`config.mk`:
```
export PLATFORM = sky130hd
export DESIGN_NAME = imhq_ctrl
export DESIGN_NICKNAME = d
export VERILOG_FILES = /design/src/hdl/indexed_min_heap_queue_defines.svh /design/src/hdl/imhq_pkg.sv /design/src/hdl/imhq_ctrl.sv
export SDC_FILE = /design/constraint.sdc
export NUM_CORES = 1
export LEC_CHECK = 0
export ABC_AREA = 1
export ABC_CLOCK_PERIOD_IN_PS = 3450
export BUFFER_PORTS_ARGS = -buffer_cell sky130_fd_sc_hd__buf_2
export CAP_MARGIN = 0
export CORE_MARGIN = 4
export CORE_UTILIZATION = 50
export CTS_BUF_LIST = sky130_fd_sc_hd__clkbuf_4 sky130_fd_sc_hd__clkbuf_8
export CTS_CLUSTER_DIAMETER = 100
export DETAILED_ROUTE_END_ITERATION = 8
export GPL_ROUTABILITY_DRIVEN = 0
export GPL_TIMING_DRIVEN = 0
export MAX_ROUTING_LAYER = met4
export PLACE_DENSITY = 0.81
export SLEW_MARGIN = 20
export SYNTH_ARGS = -nofsm -noshare
export SYNTH_HDL_FRONTEND = slang
export SYNTH_SLANG_ARGS = --single-unit
```
`constraint.sdc`:
```
create_clock -name clk_i -period 3.45 [get_ports clk_i]
set_clock_uncertainty 0.15 [all_clocks]
set_input_delay 0.5175 -clock clk_i [delete_from_list [all_inputs] [get_ports clk_i]]
set_output_delay 0.5175 -clock clk_i [all_outputs]
set_load 0.02 [all_outputs]
```
`src/hdl/indexed_min_heap_queue_defines.svh`:
```
// Assertion macros shared by the heap queue RTL.
// Each macro clocks on clk_i and is disabled while rst_ni is low.
`ifndef INDEXED_MIN_HEAP_QUEUE_DEFINES_SVH
`define INDEXED_MIN_HEAP_QUEUE_DEFINES_SVH

// Consequent must hold in the same cycle as the antecedent.
`define IMHQ_ASSERT_SAME(label, ante, cons, msg) \
  label: assert property (@(posedge clk_i) disable iff (!rst_ni) (ante) |-> (cons)) \
    else $error(msg);

// Consequent must hold in the cycle after the antecedent.
`define IMHQ_ASSERT_NEXT(label, ante, cons, msg) \
  label: assert property (@(posedge clk_i) disable iff (!rst_ni) (ante) |=> (cons)) \
    else $error(msg);

`endif

```
`src/hdl/imhq_pkg.sv`:
```
// Package for the indexed min-heap queue: field widths, command and error codes,
// the heap slot type and the command/status structs between controller and datapath.
`timescale 1ns / 1ps
`default_nettype none

package imhq_pkg;

  localparam int ID_W = 12;
  localparam int KEY_W = 32;
  localparam int DIR_W = 2;
  localparam int CNT_W = 11;
  localparam int CMD_W = 3;
  localparam int ERR_W = 2;
  localparam int ID_SPACE = 4096;

  localparam logic [CMD_W-1:0] CMD_PUSH    = 3'd0;
  localparam logic [CMD_W-1:0] CMD_POP     = 3'd1;
  localparam logic [CMD_W-1:0] CMD_DEC_KEY = 3'd2;
  localparam logic [CMD_W-1:0] CMD_INC_KEY = 3'd3;
  localparam logic [CMD_W-1:0] CMD_REPLACE = 3'd4;
  localparam logic [CMD_W-1:0] CMD_CLEAR   = 3'd5;
  localparam logic [CMD_W-1:0] CMD_PEEK    = 3'd6;

  localparam logic [ERR_W-1:0] ERR_OK     = 2'd0;
  localparam logic [ERR_W-1:0] ERR_EMPTY  = 2'd1;
  localparam logic [ERR_W-1:0] ERR_FULL   = 2'd2;
  localparam logic [ERR_W-1:0] ERR_ABSENT = 2'd3;

  // Tag code of an entry without direction (-1 in two bits).
  localparam logic [DIR_W-1:0] DIR_NONE = 2'b11;

  // One heap slot.
  typedef struct packed {
    logic [ID_W-1:0]  id;
    logic [KEY_W-1:0] key;
    logic [DIR_W-1:0] dir;
  } slot_t;

  // Datapath operations issued by the controller, one per cycle.
  typedef enum logic [3:0] {
    OP_NONE,
    OP_LOAD,
    OP_PUSH_SET,
    OP_POP_SET,
    OP_FETCH,
    OP_LOAD_E,
    OP_REPL_SET,
    OP_UP_RD,
    OP_UP_MOVE,
    OP_DN_RD,
    OP_DN_MOVE,
    OP_PUT,
    OP_TOP_RD,
    OP_RESULT,
    OP_CLR_STEP,
    OP_COUNT_ZERO
  } dp_op_e;

  typedef struct packed {
    dp_op_e           op;
    logic [ERR_W-1:0] err;
  } dp_ctl_t;

  typedef struct packed {
    logic [CMD_W-1:0] cmd;
    logic             full;
    logic             empty;
    logic             last_one;
    logic             present;
    logic             i_zero;
    logic             up_less;
    logic             l_in;
    logic             dn_less;
    logic             clr_done;
    logic             out_free;
  } dp_sts_t;

  // Tags 0 and 1 are kept, anything else stores the no-direction code.
  function automatic logic [DIR_W-1:0] dir_code(input logic [DIR_W-1:0] tag);
    logic [DIR_W-1:0] res;
    res = ((tag == 2'd0) || (tag == 2'd1)) ? tag : DIR_NONE;
    return res;
  endfunction

endpackage

`default_nettype wire

```
`src/hdl/imhq_ctrl.sv`:
```
// Controller state machine of the heap queue: decodes a command word and
// sequences the datapath operations. Depends on imhq_pkg.
`timescale 1ns / 1ps
`default_nettype none

module imhq_ctrl
  import imhq_pkg::*;
(
  input  logic    clk_i,
  input  logic    rst_ni,
  input  logic    in_valid_i,
  output logic    in_stall_o,
  output dp_ctl_t ctl_o,
  input  dp_sts_t sts_i
);

  localparam logic [3:0] ST_CLR    = 4'd0;
  localparam logic [3:0] ST_IDLE   = 4'd1;
  localparam logic [3:0] ST_DEC    = 4'd2;
  localparam logic [3:0] ST_LD     = 4'd3;
  localparam logic [3:0] ST_UP_RD  = 4'd4;
  localparam logic [3:0] ST_UP_CMP = 4'd5;
  localparam logic [3:0] ST_DN_RD  = 4'd6;
  localparam logic [3:0] ST_DN_CMP = 4'd7;
  localparam logic [3:0] ST_PUT    = 4'd8;
  localparam logic [3:0] ST_TOP    = 4'd9;
  localparam logic [3:0] ST_RES    = 4'd10;

  logic [3:0]       state_q, state_d;
  logic [ERR_W-1:0] err_q, err_d;
  logic             reply_q, reply_d;

  assign in_stall_o = (state_q != ST_IDLE);

  // Next state and operation select.
  always_comb begin
    state_d   = state_q;
    err_d     = err_q;
    reply_d   = reply_q;
    ctl_o.op  = OP_NONE;
    ctl_o.err = err_q;
    unique case (state_q)
      ST_CLR: begin
        ctl_o.op = OP_CLR_STEP;
        if (sts_i.clr_done) begin
          reply_d = 1'b0;
          state_d = reply_q ? ST_TOP : ST_IDLE;
        end
      end
      ST_IDLE: begin
        if (in_valid_i) begin
          ctl_o.op = OP_LOAD;
          err_d    = ERR_OK;
          state_d  = ST_DEC;
        end
      end
      ST_DEC: begin
        unique case (sts_i.cmd)
          CMD_PUSH: begin
            if (sts_i.full || sts_i.present) begin
              err_d   = ERR_FULL;
              state_d = ST_TOP;
            end else begin
              ctl_o.op = OP_PUSH_SET;
              state_d  = ST_UP_RD;
            end
          end
          CMD_POP: begin
            if (sts_i.empty) begin
              err_d   = ERR_EMPTY;
              state_d = ST_TOP;
            end else begin
              ctl_o.op = OP_POP_SET;
              state_d  = sts_i.last_one ? ST_TOP : ST_DN_RD;
            end
          end
          CMD_DEC_KEY, CMD_INC_KEY: begin
            if (!sts_i.present) begin
              err_d   = ERR_ABSENT;
              state_d = ST_TOP;
            end else begin
              ctl_o.op = OP_FETCH;
              state_d  = ST_LD;
            end
          end
          CMD_REPLACE: begin
            if (sts_i.empty) begin
              err_d   = ERR_EMPTY;
              state_d = ST_TOP;
            end else begin
              ctl_o.op = OP_REPL_SET;
              state_d  = ST_DN_RD;
            end
          end
          CMD_CLEAR: begin
            ctl_o.op = OP_COUNT_ZERO;
            reply_d  = 1'b1;
            state_d  = ST_CLR;
          end
          default: begin
            state_d = ST_TOP;
          end
        endcase
      end
      ST_LD: begin
        ctl_o.op = OP_LOAD_E;
        state_d  = ST_UP_RD;
      end
      ST_UP_RD: begin
        if (sts_i.i_zero) begin
          state_d = ST_DN_RD;
        end else begin
          ctl_o.op = OP_UP_RD;
          state_d  = ST_UP_CMP;
        end
      end
      ST_UP_CMP: begin
        if (sts_i.up_less) begin
          ctl_o.op = OP_UP_MOVE;
          state_d  = ST_UP_RD;
        end else begin
          state_d = ST_DN_RD;
        end
      end
      ST_DN_RD: begin
        if (sts_i.l_in) begin
          ctl_o.op = OP_DN_RD;
          state_d  = ST_DN_CMP;
        end else begin
          state_d = ST_PUT;
        end
      end
      ST_DN_CMP: begin
        if (sts_i.dn_less) begin
          ctl_o.op = OP_DN_MOVE;
          state_d  = ST_DN_RD;
        end else begin
          state_d = ST_PUT;
        end
      end
      ST_PUT: begin
        ctl_o.op = OP_PUT;
        state_d  = ST_TOP;
      end
      ST_TOP: begin
        ctl_o.op = OP_TOP_RD;
        state_d  = ST_RES;
      end
      ST_RES: begin
        if (sts_i.out_free) begin
          ctl_o.op = OP_RESULT;
          state_d  = ST_IDLE;
        end else begin
          ctl_o.op = OP_TOP_RD;
        end
      end
      default: begin
        state_d = ST_IDLE;
      end
    endcase
  end

  // State registers; reset starts the clearing pass.
  always_ff @(posedge clk_i or negedge rst_ni) begin
    if (!rst_ni) begin
      state_q <= ST_CLR;
      err_q   <= ERR_OK;
      reply_q <= 1'b0;
    end else begin
      state_q <= state_d;
      err_q   <= err_d;
      reply_q <= reply_d;
    end
  end

endmodule

`default_nettype wire

```
==> results.toml, run 1 <==
[clock_tree]
cts_buffers = 3
h-tree-depth = 1
cts_tree = "built"
path_clk_slew_ps = 50
cts_root_buffer = "clkbuf_4"
worst_skew_pair.late_latency_ps = 250
clockBufferDepth = 2
cts_sinks = 7
postCtsSetupBuffers = 0

[logic_synthesis]
syn_nets = 165
post_synth.cell_area_avg_um2 = 6.06
async_flop_share_pct = 100
synth_cell_types = 26
yosysSeqAreaShare_pct = 19.4
synth_seq_cells = 7
synthCells = 149
syn_area_um2 = 903
ys_warn_count = 0
synth_edf_count = 0
synthFlopType = "dfrtp_1"

[grt]
grt_max_degree = 10
grt_pass1_vias = 942
track_usage_pct = 19.3
grt_overflow = 0
grt_pass1_wl_mm = 3.73
grt_antenna_before_repair = 0

[floorplanning]
die_height_um = 50.5
fp-row-count = 15
fp.dieW_um = 50.5
fp.coreArea_mm2 = 0.00173
ios = 23
fp.dieArea_mm2 = 0.00255
start_util_pct = 52.3

[sta]
tightest_slew_ps = 316
whs_ps = 332
fin_crit_sh_pct = 65.5
max_slew_margin_pct = 78.8
max_freq_mhz = 442
grt_setup_unrepaired = "false"
setup_viol = 0
timing_hold_violations_final = 0
maxSlewViolCount = 0
layout_min_cycle_time_ps = 2260
setup_tns_ps = 0

[final_layout]
drive_gt1_share_pct = 32.4
diodes = 0
multi_input_area_um2 = 636
area_delta_synth_final_pct = 20.1
finalNetCount = 193
seq_area_um2 = 175
nFillCells = 185

[detailed_routing]
dr.pass1.iters = 4
via_per_inst = 5.12
route.detailed.drc = 0
wirelength_mm = 2.14
ant_nets = 0
drt_iter0_drc = 22
wl_per_cell_um = 10.6
dr_total_vias = 1030

[placement]
dpl.hpwl_mm = 1.83
port_buffers = 22

[outcome]
status = "completed"

[setup_path]
cp_max_fo = 7
start_kind = "flop"
cp-end-kind = "output port"
arrival_ps = 1590
cp.required_ps = 2780
path_class = "reg2out"

[power]
vdd_drop_max_v = 0.000444
total_power_w = 0.000809
power_leakage_nw = 0.633
power-per-cell-area_mw_per_mm2 = 746

[flow_run]
maxCapViolCount = 0

[min_path]
min_path_type = "reg2reg"
==> cell type report <==
class                   instances  area share [%]
inverters                      22            7.84
multi-input cells             119            58.6
well taps                      25            2.88
repair buffers                 23            11.1
plain buffers                   1           0.692
flip-flops and latches          7            16.1
clock buffers                   4            2.77
==> synthesized netlist by cell type, types with 4 or more instances <==
cell     count  area, um^2
nand2_1     44         165
inv_2        6        22.5
nor2_1      16        60.1
nor3_1       4        20.0
nand4_1      4        25.0
nand2_2      7        43.8
nor2_4       5        56.3
inv_1       15        56.3
nand3_1     13        65.1
dfrtp_1      7         175
==> cells in the final DEF (no fill, tap or decap), types with 4 or more instances in the layout <==
cell	instances
nor2_1	16
nand4_1	4
nand2_2	7
nand3_1	13
inv_2	6
nor2_4	5
inv_1	15
nand2_1	44
buf_2	22
dfrtp_1	7
nor3_1	4
clkbuf_4	4
==> where the power goes <==
group	switching, W	leakage (nW)	internal (W)
combinational	0.000372	0.523	0.000206
sequential	0.0000381	0.0921	0.000113
clock	0.0000278	0.0184	0.0000518
==> stage by stage <==
step                      std cells  setup slack (ps)  cell area [um^2]  util, %
after floorplan                 149              1540               903        -
after global placement          196              1310              1040     60.5
after detailed placement        196              1290              1040     60.5
after CTS                       201              1200              1080     62.8
after global routing            201              1060              1080     62.8
final                           201              1190              1080     62.8
==> path summary, 6_finish.rpt <==
path	start	endpoint	slack (ps)	depth (start not counted)
max	state_q[0]	ctl_o[2]	1190	8
min	err_q[0]	err_q[0]	330	2
max reg2reg	state_q[3]	err_q[0]	1930	7
min reg2reg	err_q[0]	err_q[0]	330	2
max in group asynchronous	rst_ni	reply_q	2530	2
min in group asynchronous	rst_ni	state_q[3]	480	2
==> flip-flops by register name (all words and copies together) (netlist names) <==
| name | flops |
|---|---|
| reply_q | 1 |
| state_q | 4 |
| err_q | 2 |
==> per-layer routing <==
layer,routed length [um],GRT usage [%],vias to the layer above
li1,-,-,530
met1,926,22.7,466
met2,1050,32.2,32
met3,144,5.04,2
met4,17,5.83,0
met5,0,-,-
==> worst max-delay path: stages (launching register included) <==
cell      delay [ps]
dfrtp_1          500
inv_2            100
nand2_2          120
nor2_4            50
nand2_4           80
nand2_4           50
a21oi_1          160
o211ai_1         110
buf_2            170
==> cells by family (layout without fill, tap and decap cells) <==
logic type	Yosys count	count (layout)	synth area share, %
AOI/OAI and AO/OA	13	13	8.59
and+or+nand+nor	106	106	61.8
DFF	7	7	19.4
buffers and inverters	23	50	10.2
==> timing repair <==
item / 4_1_cts / 5_1_grt
hold buffers: 1 / 0
setup endpoints to repair: 0 / 0
gates resized for setup: 0 / 0
hold endpoints to repair: 7 / 0
Note: power is estimated with default switching activity, not from simulation.
==> run 2, diff against run 1 <==
ABC_CLOCK_PERIOD_IN_PS = 2000   (was 3450)
CORE_UTILIZATION = 49   (was 50)
PLACE_DENSITY = 0.83   (was 0.81)
clock period = 2 ns   (was 3.45 ns; I/O delays follow)
==> run 2 against run 1 <==
Against the previous run: combinational power is 100% higher; cell count is 3.5% higher; wire length is 9.3% higher; clock-buffer cell count stayed put; total power is 96% higher; highest routed layer unchanged.
==> results.toml, run 2 (same netlist as run 1, synthesis figures left out) <==
[sta]
fin_crit_sh_pct = 98.8
setup_viol = 0
max_freq_mhz = 506
setup_slack_ps = 24.0
max_slew_margin_pct = 80.1
timing_hold_violations_final = 0
maxSlewViolCount = 0
whs_ps = 216
tightest_slew_ps = 296
layout_min_cycle_time_ps = 1980
grt_setup_unrepaired = "true"

[setup_path]
worstReg2RegEnd = "state_q[0]"
crit_buf_inv = 1
reg2reg_depth = 9
r2r_start = "state_q[3]"
cp.required_ps = 1550
cp-end-kind = "output port"
start_kind = "flop"
rrSetupSlack_ps = 430
max_stage_delay_ps = 450
arrival_ps = 1530
critPathTopFamily = "flip-flops"
cp_cell_sequence = "nor2_4 > nand3_4 > o21a_1 > nand4_1 > buf_4"
path_class = "reg2out"
crit_slowest_cell = "dfrtp_2"
cp_max_fo = 6

[final_layout]
finalNetCount = 200
area_delta_synth_final_pct = 29.9
diodes = 0
largest_reg_flops = 4
layout_common_cells = "nand2_1, buf_2, nor2_1"
nFillCells = 180
final_common_cell = "nand2_1"
largestRegisters = "state_q (4), err_q (2), reply_q (1)"
drive_gt1_share_pct = 38.8
regMostFlops = "state_q"

[clock_tree]
h-tree-depth = 1
worst_skew_pair.late_latency_ps = 260
clockBufferDepth = 2
path_clk_slew_ps = 50
cts_sinks = 7
cts_root_buffer = "clkbuf_4"
cts_buffers = 3
cts_tree = "built"

[floorplanning]
fp.coreArea_mm2 = 0.00175
ios = 23
fp.dieArea_mm2 = 0.00259
start_util_pct = 51.8
fp.dieW_um = 50.9
die_height_um = 50.9
fp-row-count = 15

[detailed_routing]
dr_total_vias = 1061
route.detailed.drc = 0
wl_per_cell_um = 11.2
drt_iter0_drc = 11
wirelength_mm = 2.34
dr.pass1.iters = 4
via_per_inst = 5.10
ant_nets = 0

[grt]
grt_antenna_before_repair = 0
grt_pass1_vias = 926
grt_pass1_wl_mm = 3.75
track_usage_pct = 19.1
grt_overflow = 0
grt_max_degree = 10

[min_path]
worstHoldEndpoint = "state_q[3]"
hold_depth = 4
min_path_type = "in2reg"
min_from = "sts_i[0]"

[placement]
port_buffers = 22
dpl.hpwl_mm = 1.85
place_ws_ps = 257

[power]
power_leakage_nw = 0.673
total_power_w = 0.00159
power-per-cell-area_mw_per_mm2 = 1350
vdd_drop_max_v = 0.000651

[outcome]
status = "completed"

[flow_run]
maxCapViolCount = 0
[run 2: cell count changes in the layout (fill, tap and decap cells not counted), moves of 2 or more]
cell | before | now
nand2_1 | 44 | 41
buf_4 | 1 | 10
buf_2 | 22 | 19
dfrtp_1 | 7 | 4
nand2_2 | 7 | 9
dfrtp_2 | 0 | 3
[run 2: area by class of cell]
type	instances	area [um^2]	area share, %
plain buffers	1	11.3	0.959
clock buffers	4	30.0	2.56
repair buffers	30	180	15.4
multi-input cells	119	657	56.0
well taps	25	31.3	2.67
flip-flops and latches	7	179	15.2
inverters	22	85.1	7.25
[run 2: through the flow]
step	util [%]	setup TNS [ps]	area [um^2]	cells
6_report	67.2	0	1170	208
4_1_cts	63.0	0	1100	202
3_3_place_gp	59.9	0	1040	196
2_1_floorplan	-	0	903	149
3_5_place_dp	59.9	0	1040	196
5_1_grt	67.2	-127	1170	208
[run 2: how the worst max path moves through the flow]
stage / start / end / slack (ps) / depth (start not counted)
after CTS: state_q[3] / ctl_o[5] / 4 / 8
final: state_q[3] / ctl_o[5] / 20 / 5
after global routing: state_q[1] / ctl_o[2] / -50 / 7
after global placement: state_q[3] / ctl_o[5] / 270 / 5
after floorplan: state_q[3] / ctl_o[2] / 390 / 3
after detailed placement: state_q[0] / ctl_o[2] / 260 / 8
[run 2: tightest hold or removal path, cell delays in order]
cell and delay (ps):
buf_2 90, inv_1 60, nand2_4 90, nand2_1 50
[run 2: per-layer routing]
layer  routed length (um)  part of all wire, %  up-vias  track usage (%)
met2                 1270                   54       27             35.2
met3                  108                  4.6        2             3.50
li1                     -                    -      548                -
met1                  955                   41      484             21.3
met5                    0                    0        -                -
met4                    6                 0.26        0             3.59
[run 2: repair_timing]
action,in CTS,in global routing
buffers inserted,1,6
gates resized for setup,3,10
endpoints found under the hold margin,7,0
pin swaps,1,5
cloned,0,0
hold buffers,1,0
setup endpoints to repair,3,4
[run 2: power by group]
part	internal, W	switching [W]	leakage, nW
Sequential	0.000200	0.0000718	0.0883
Clock	0.0000899	0.0000560	0.0184
Combinational	0.000472	0.000700	0.566
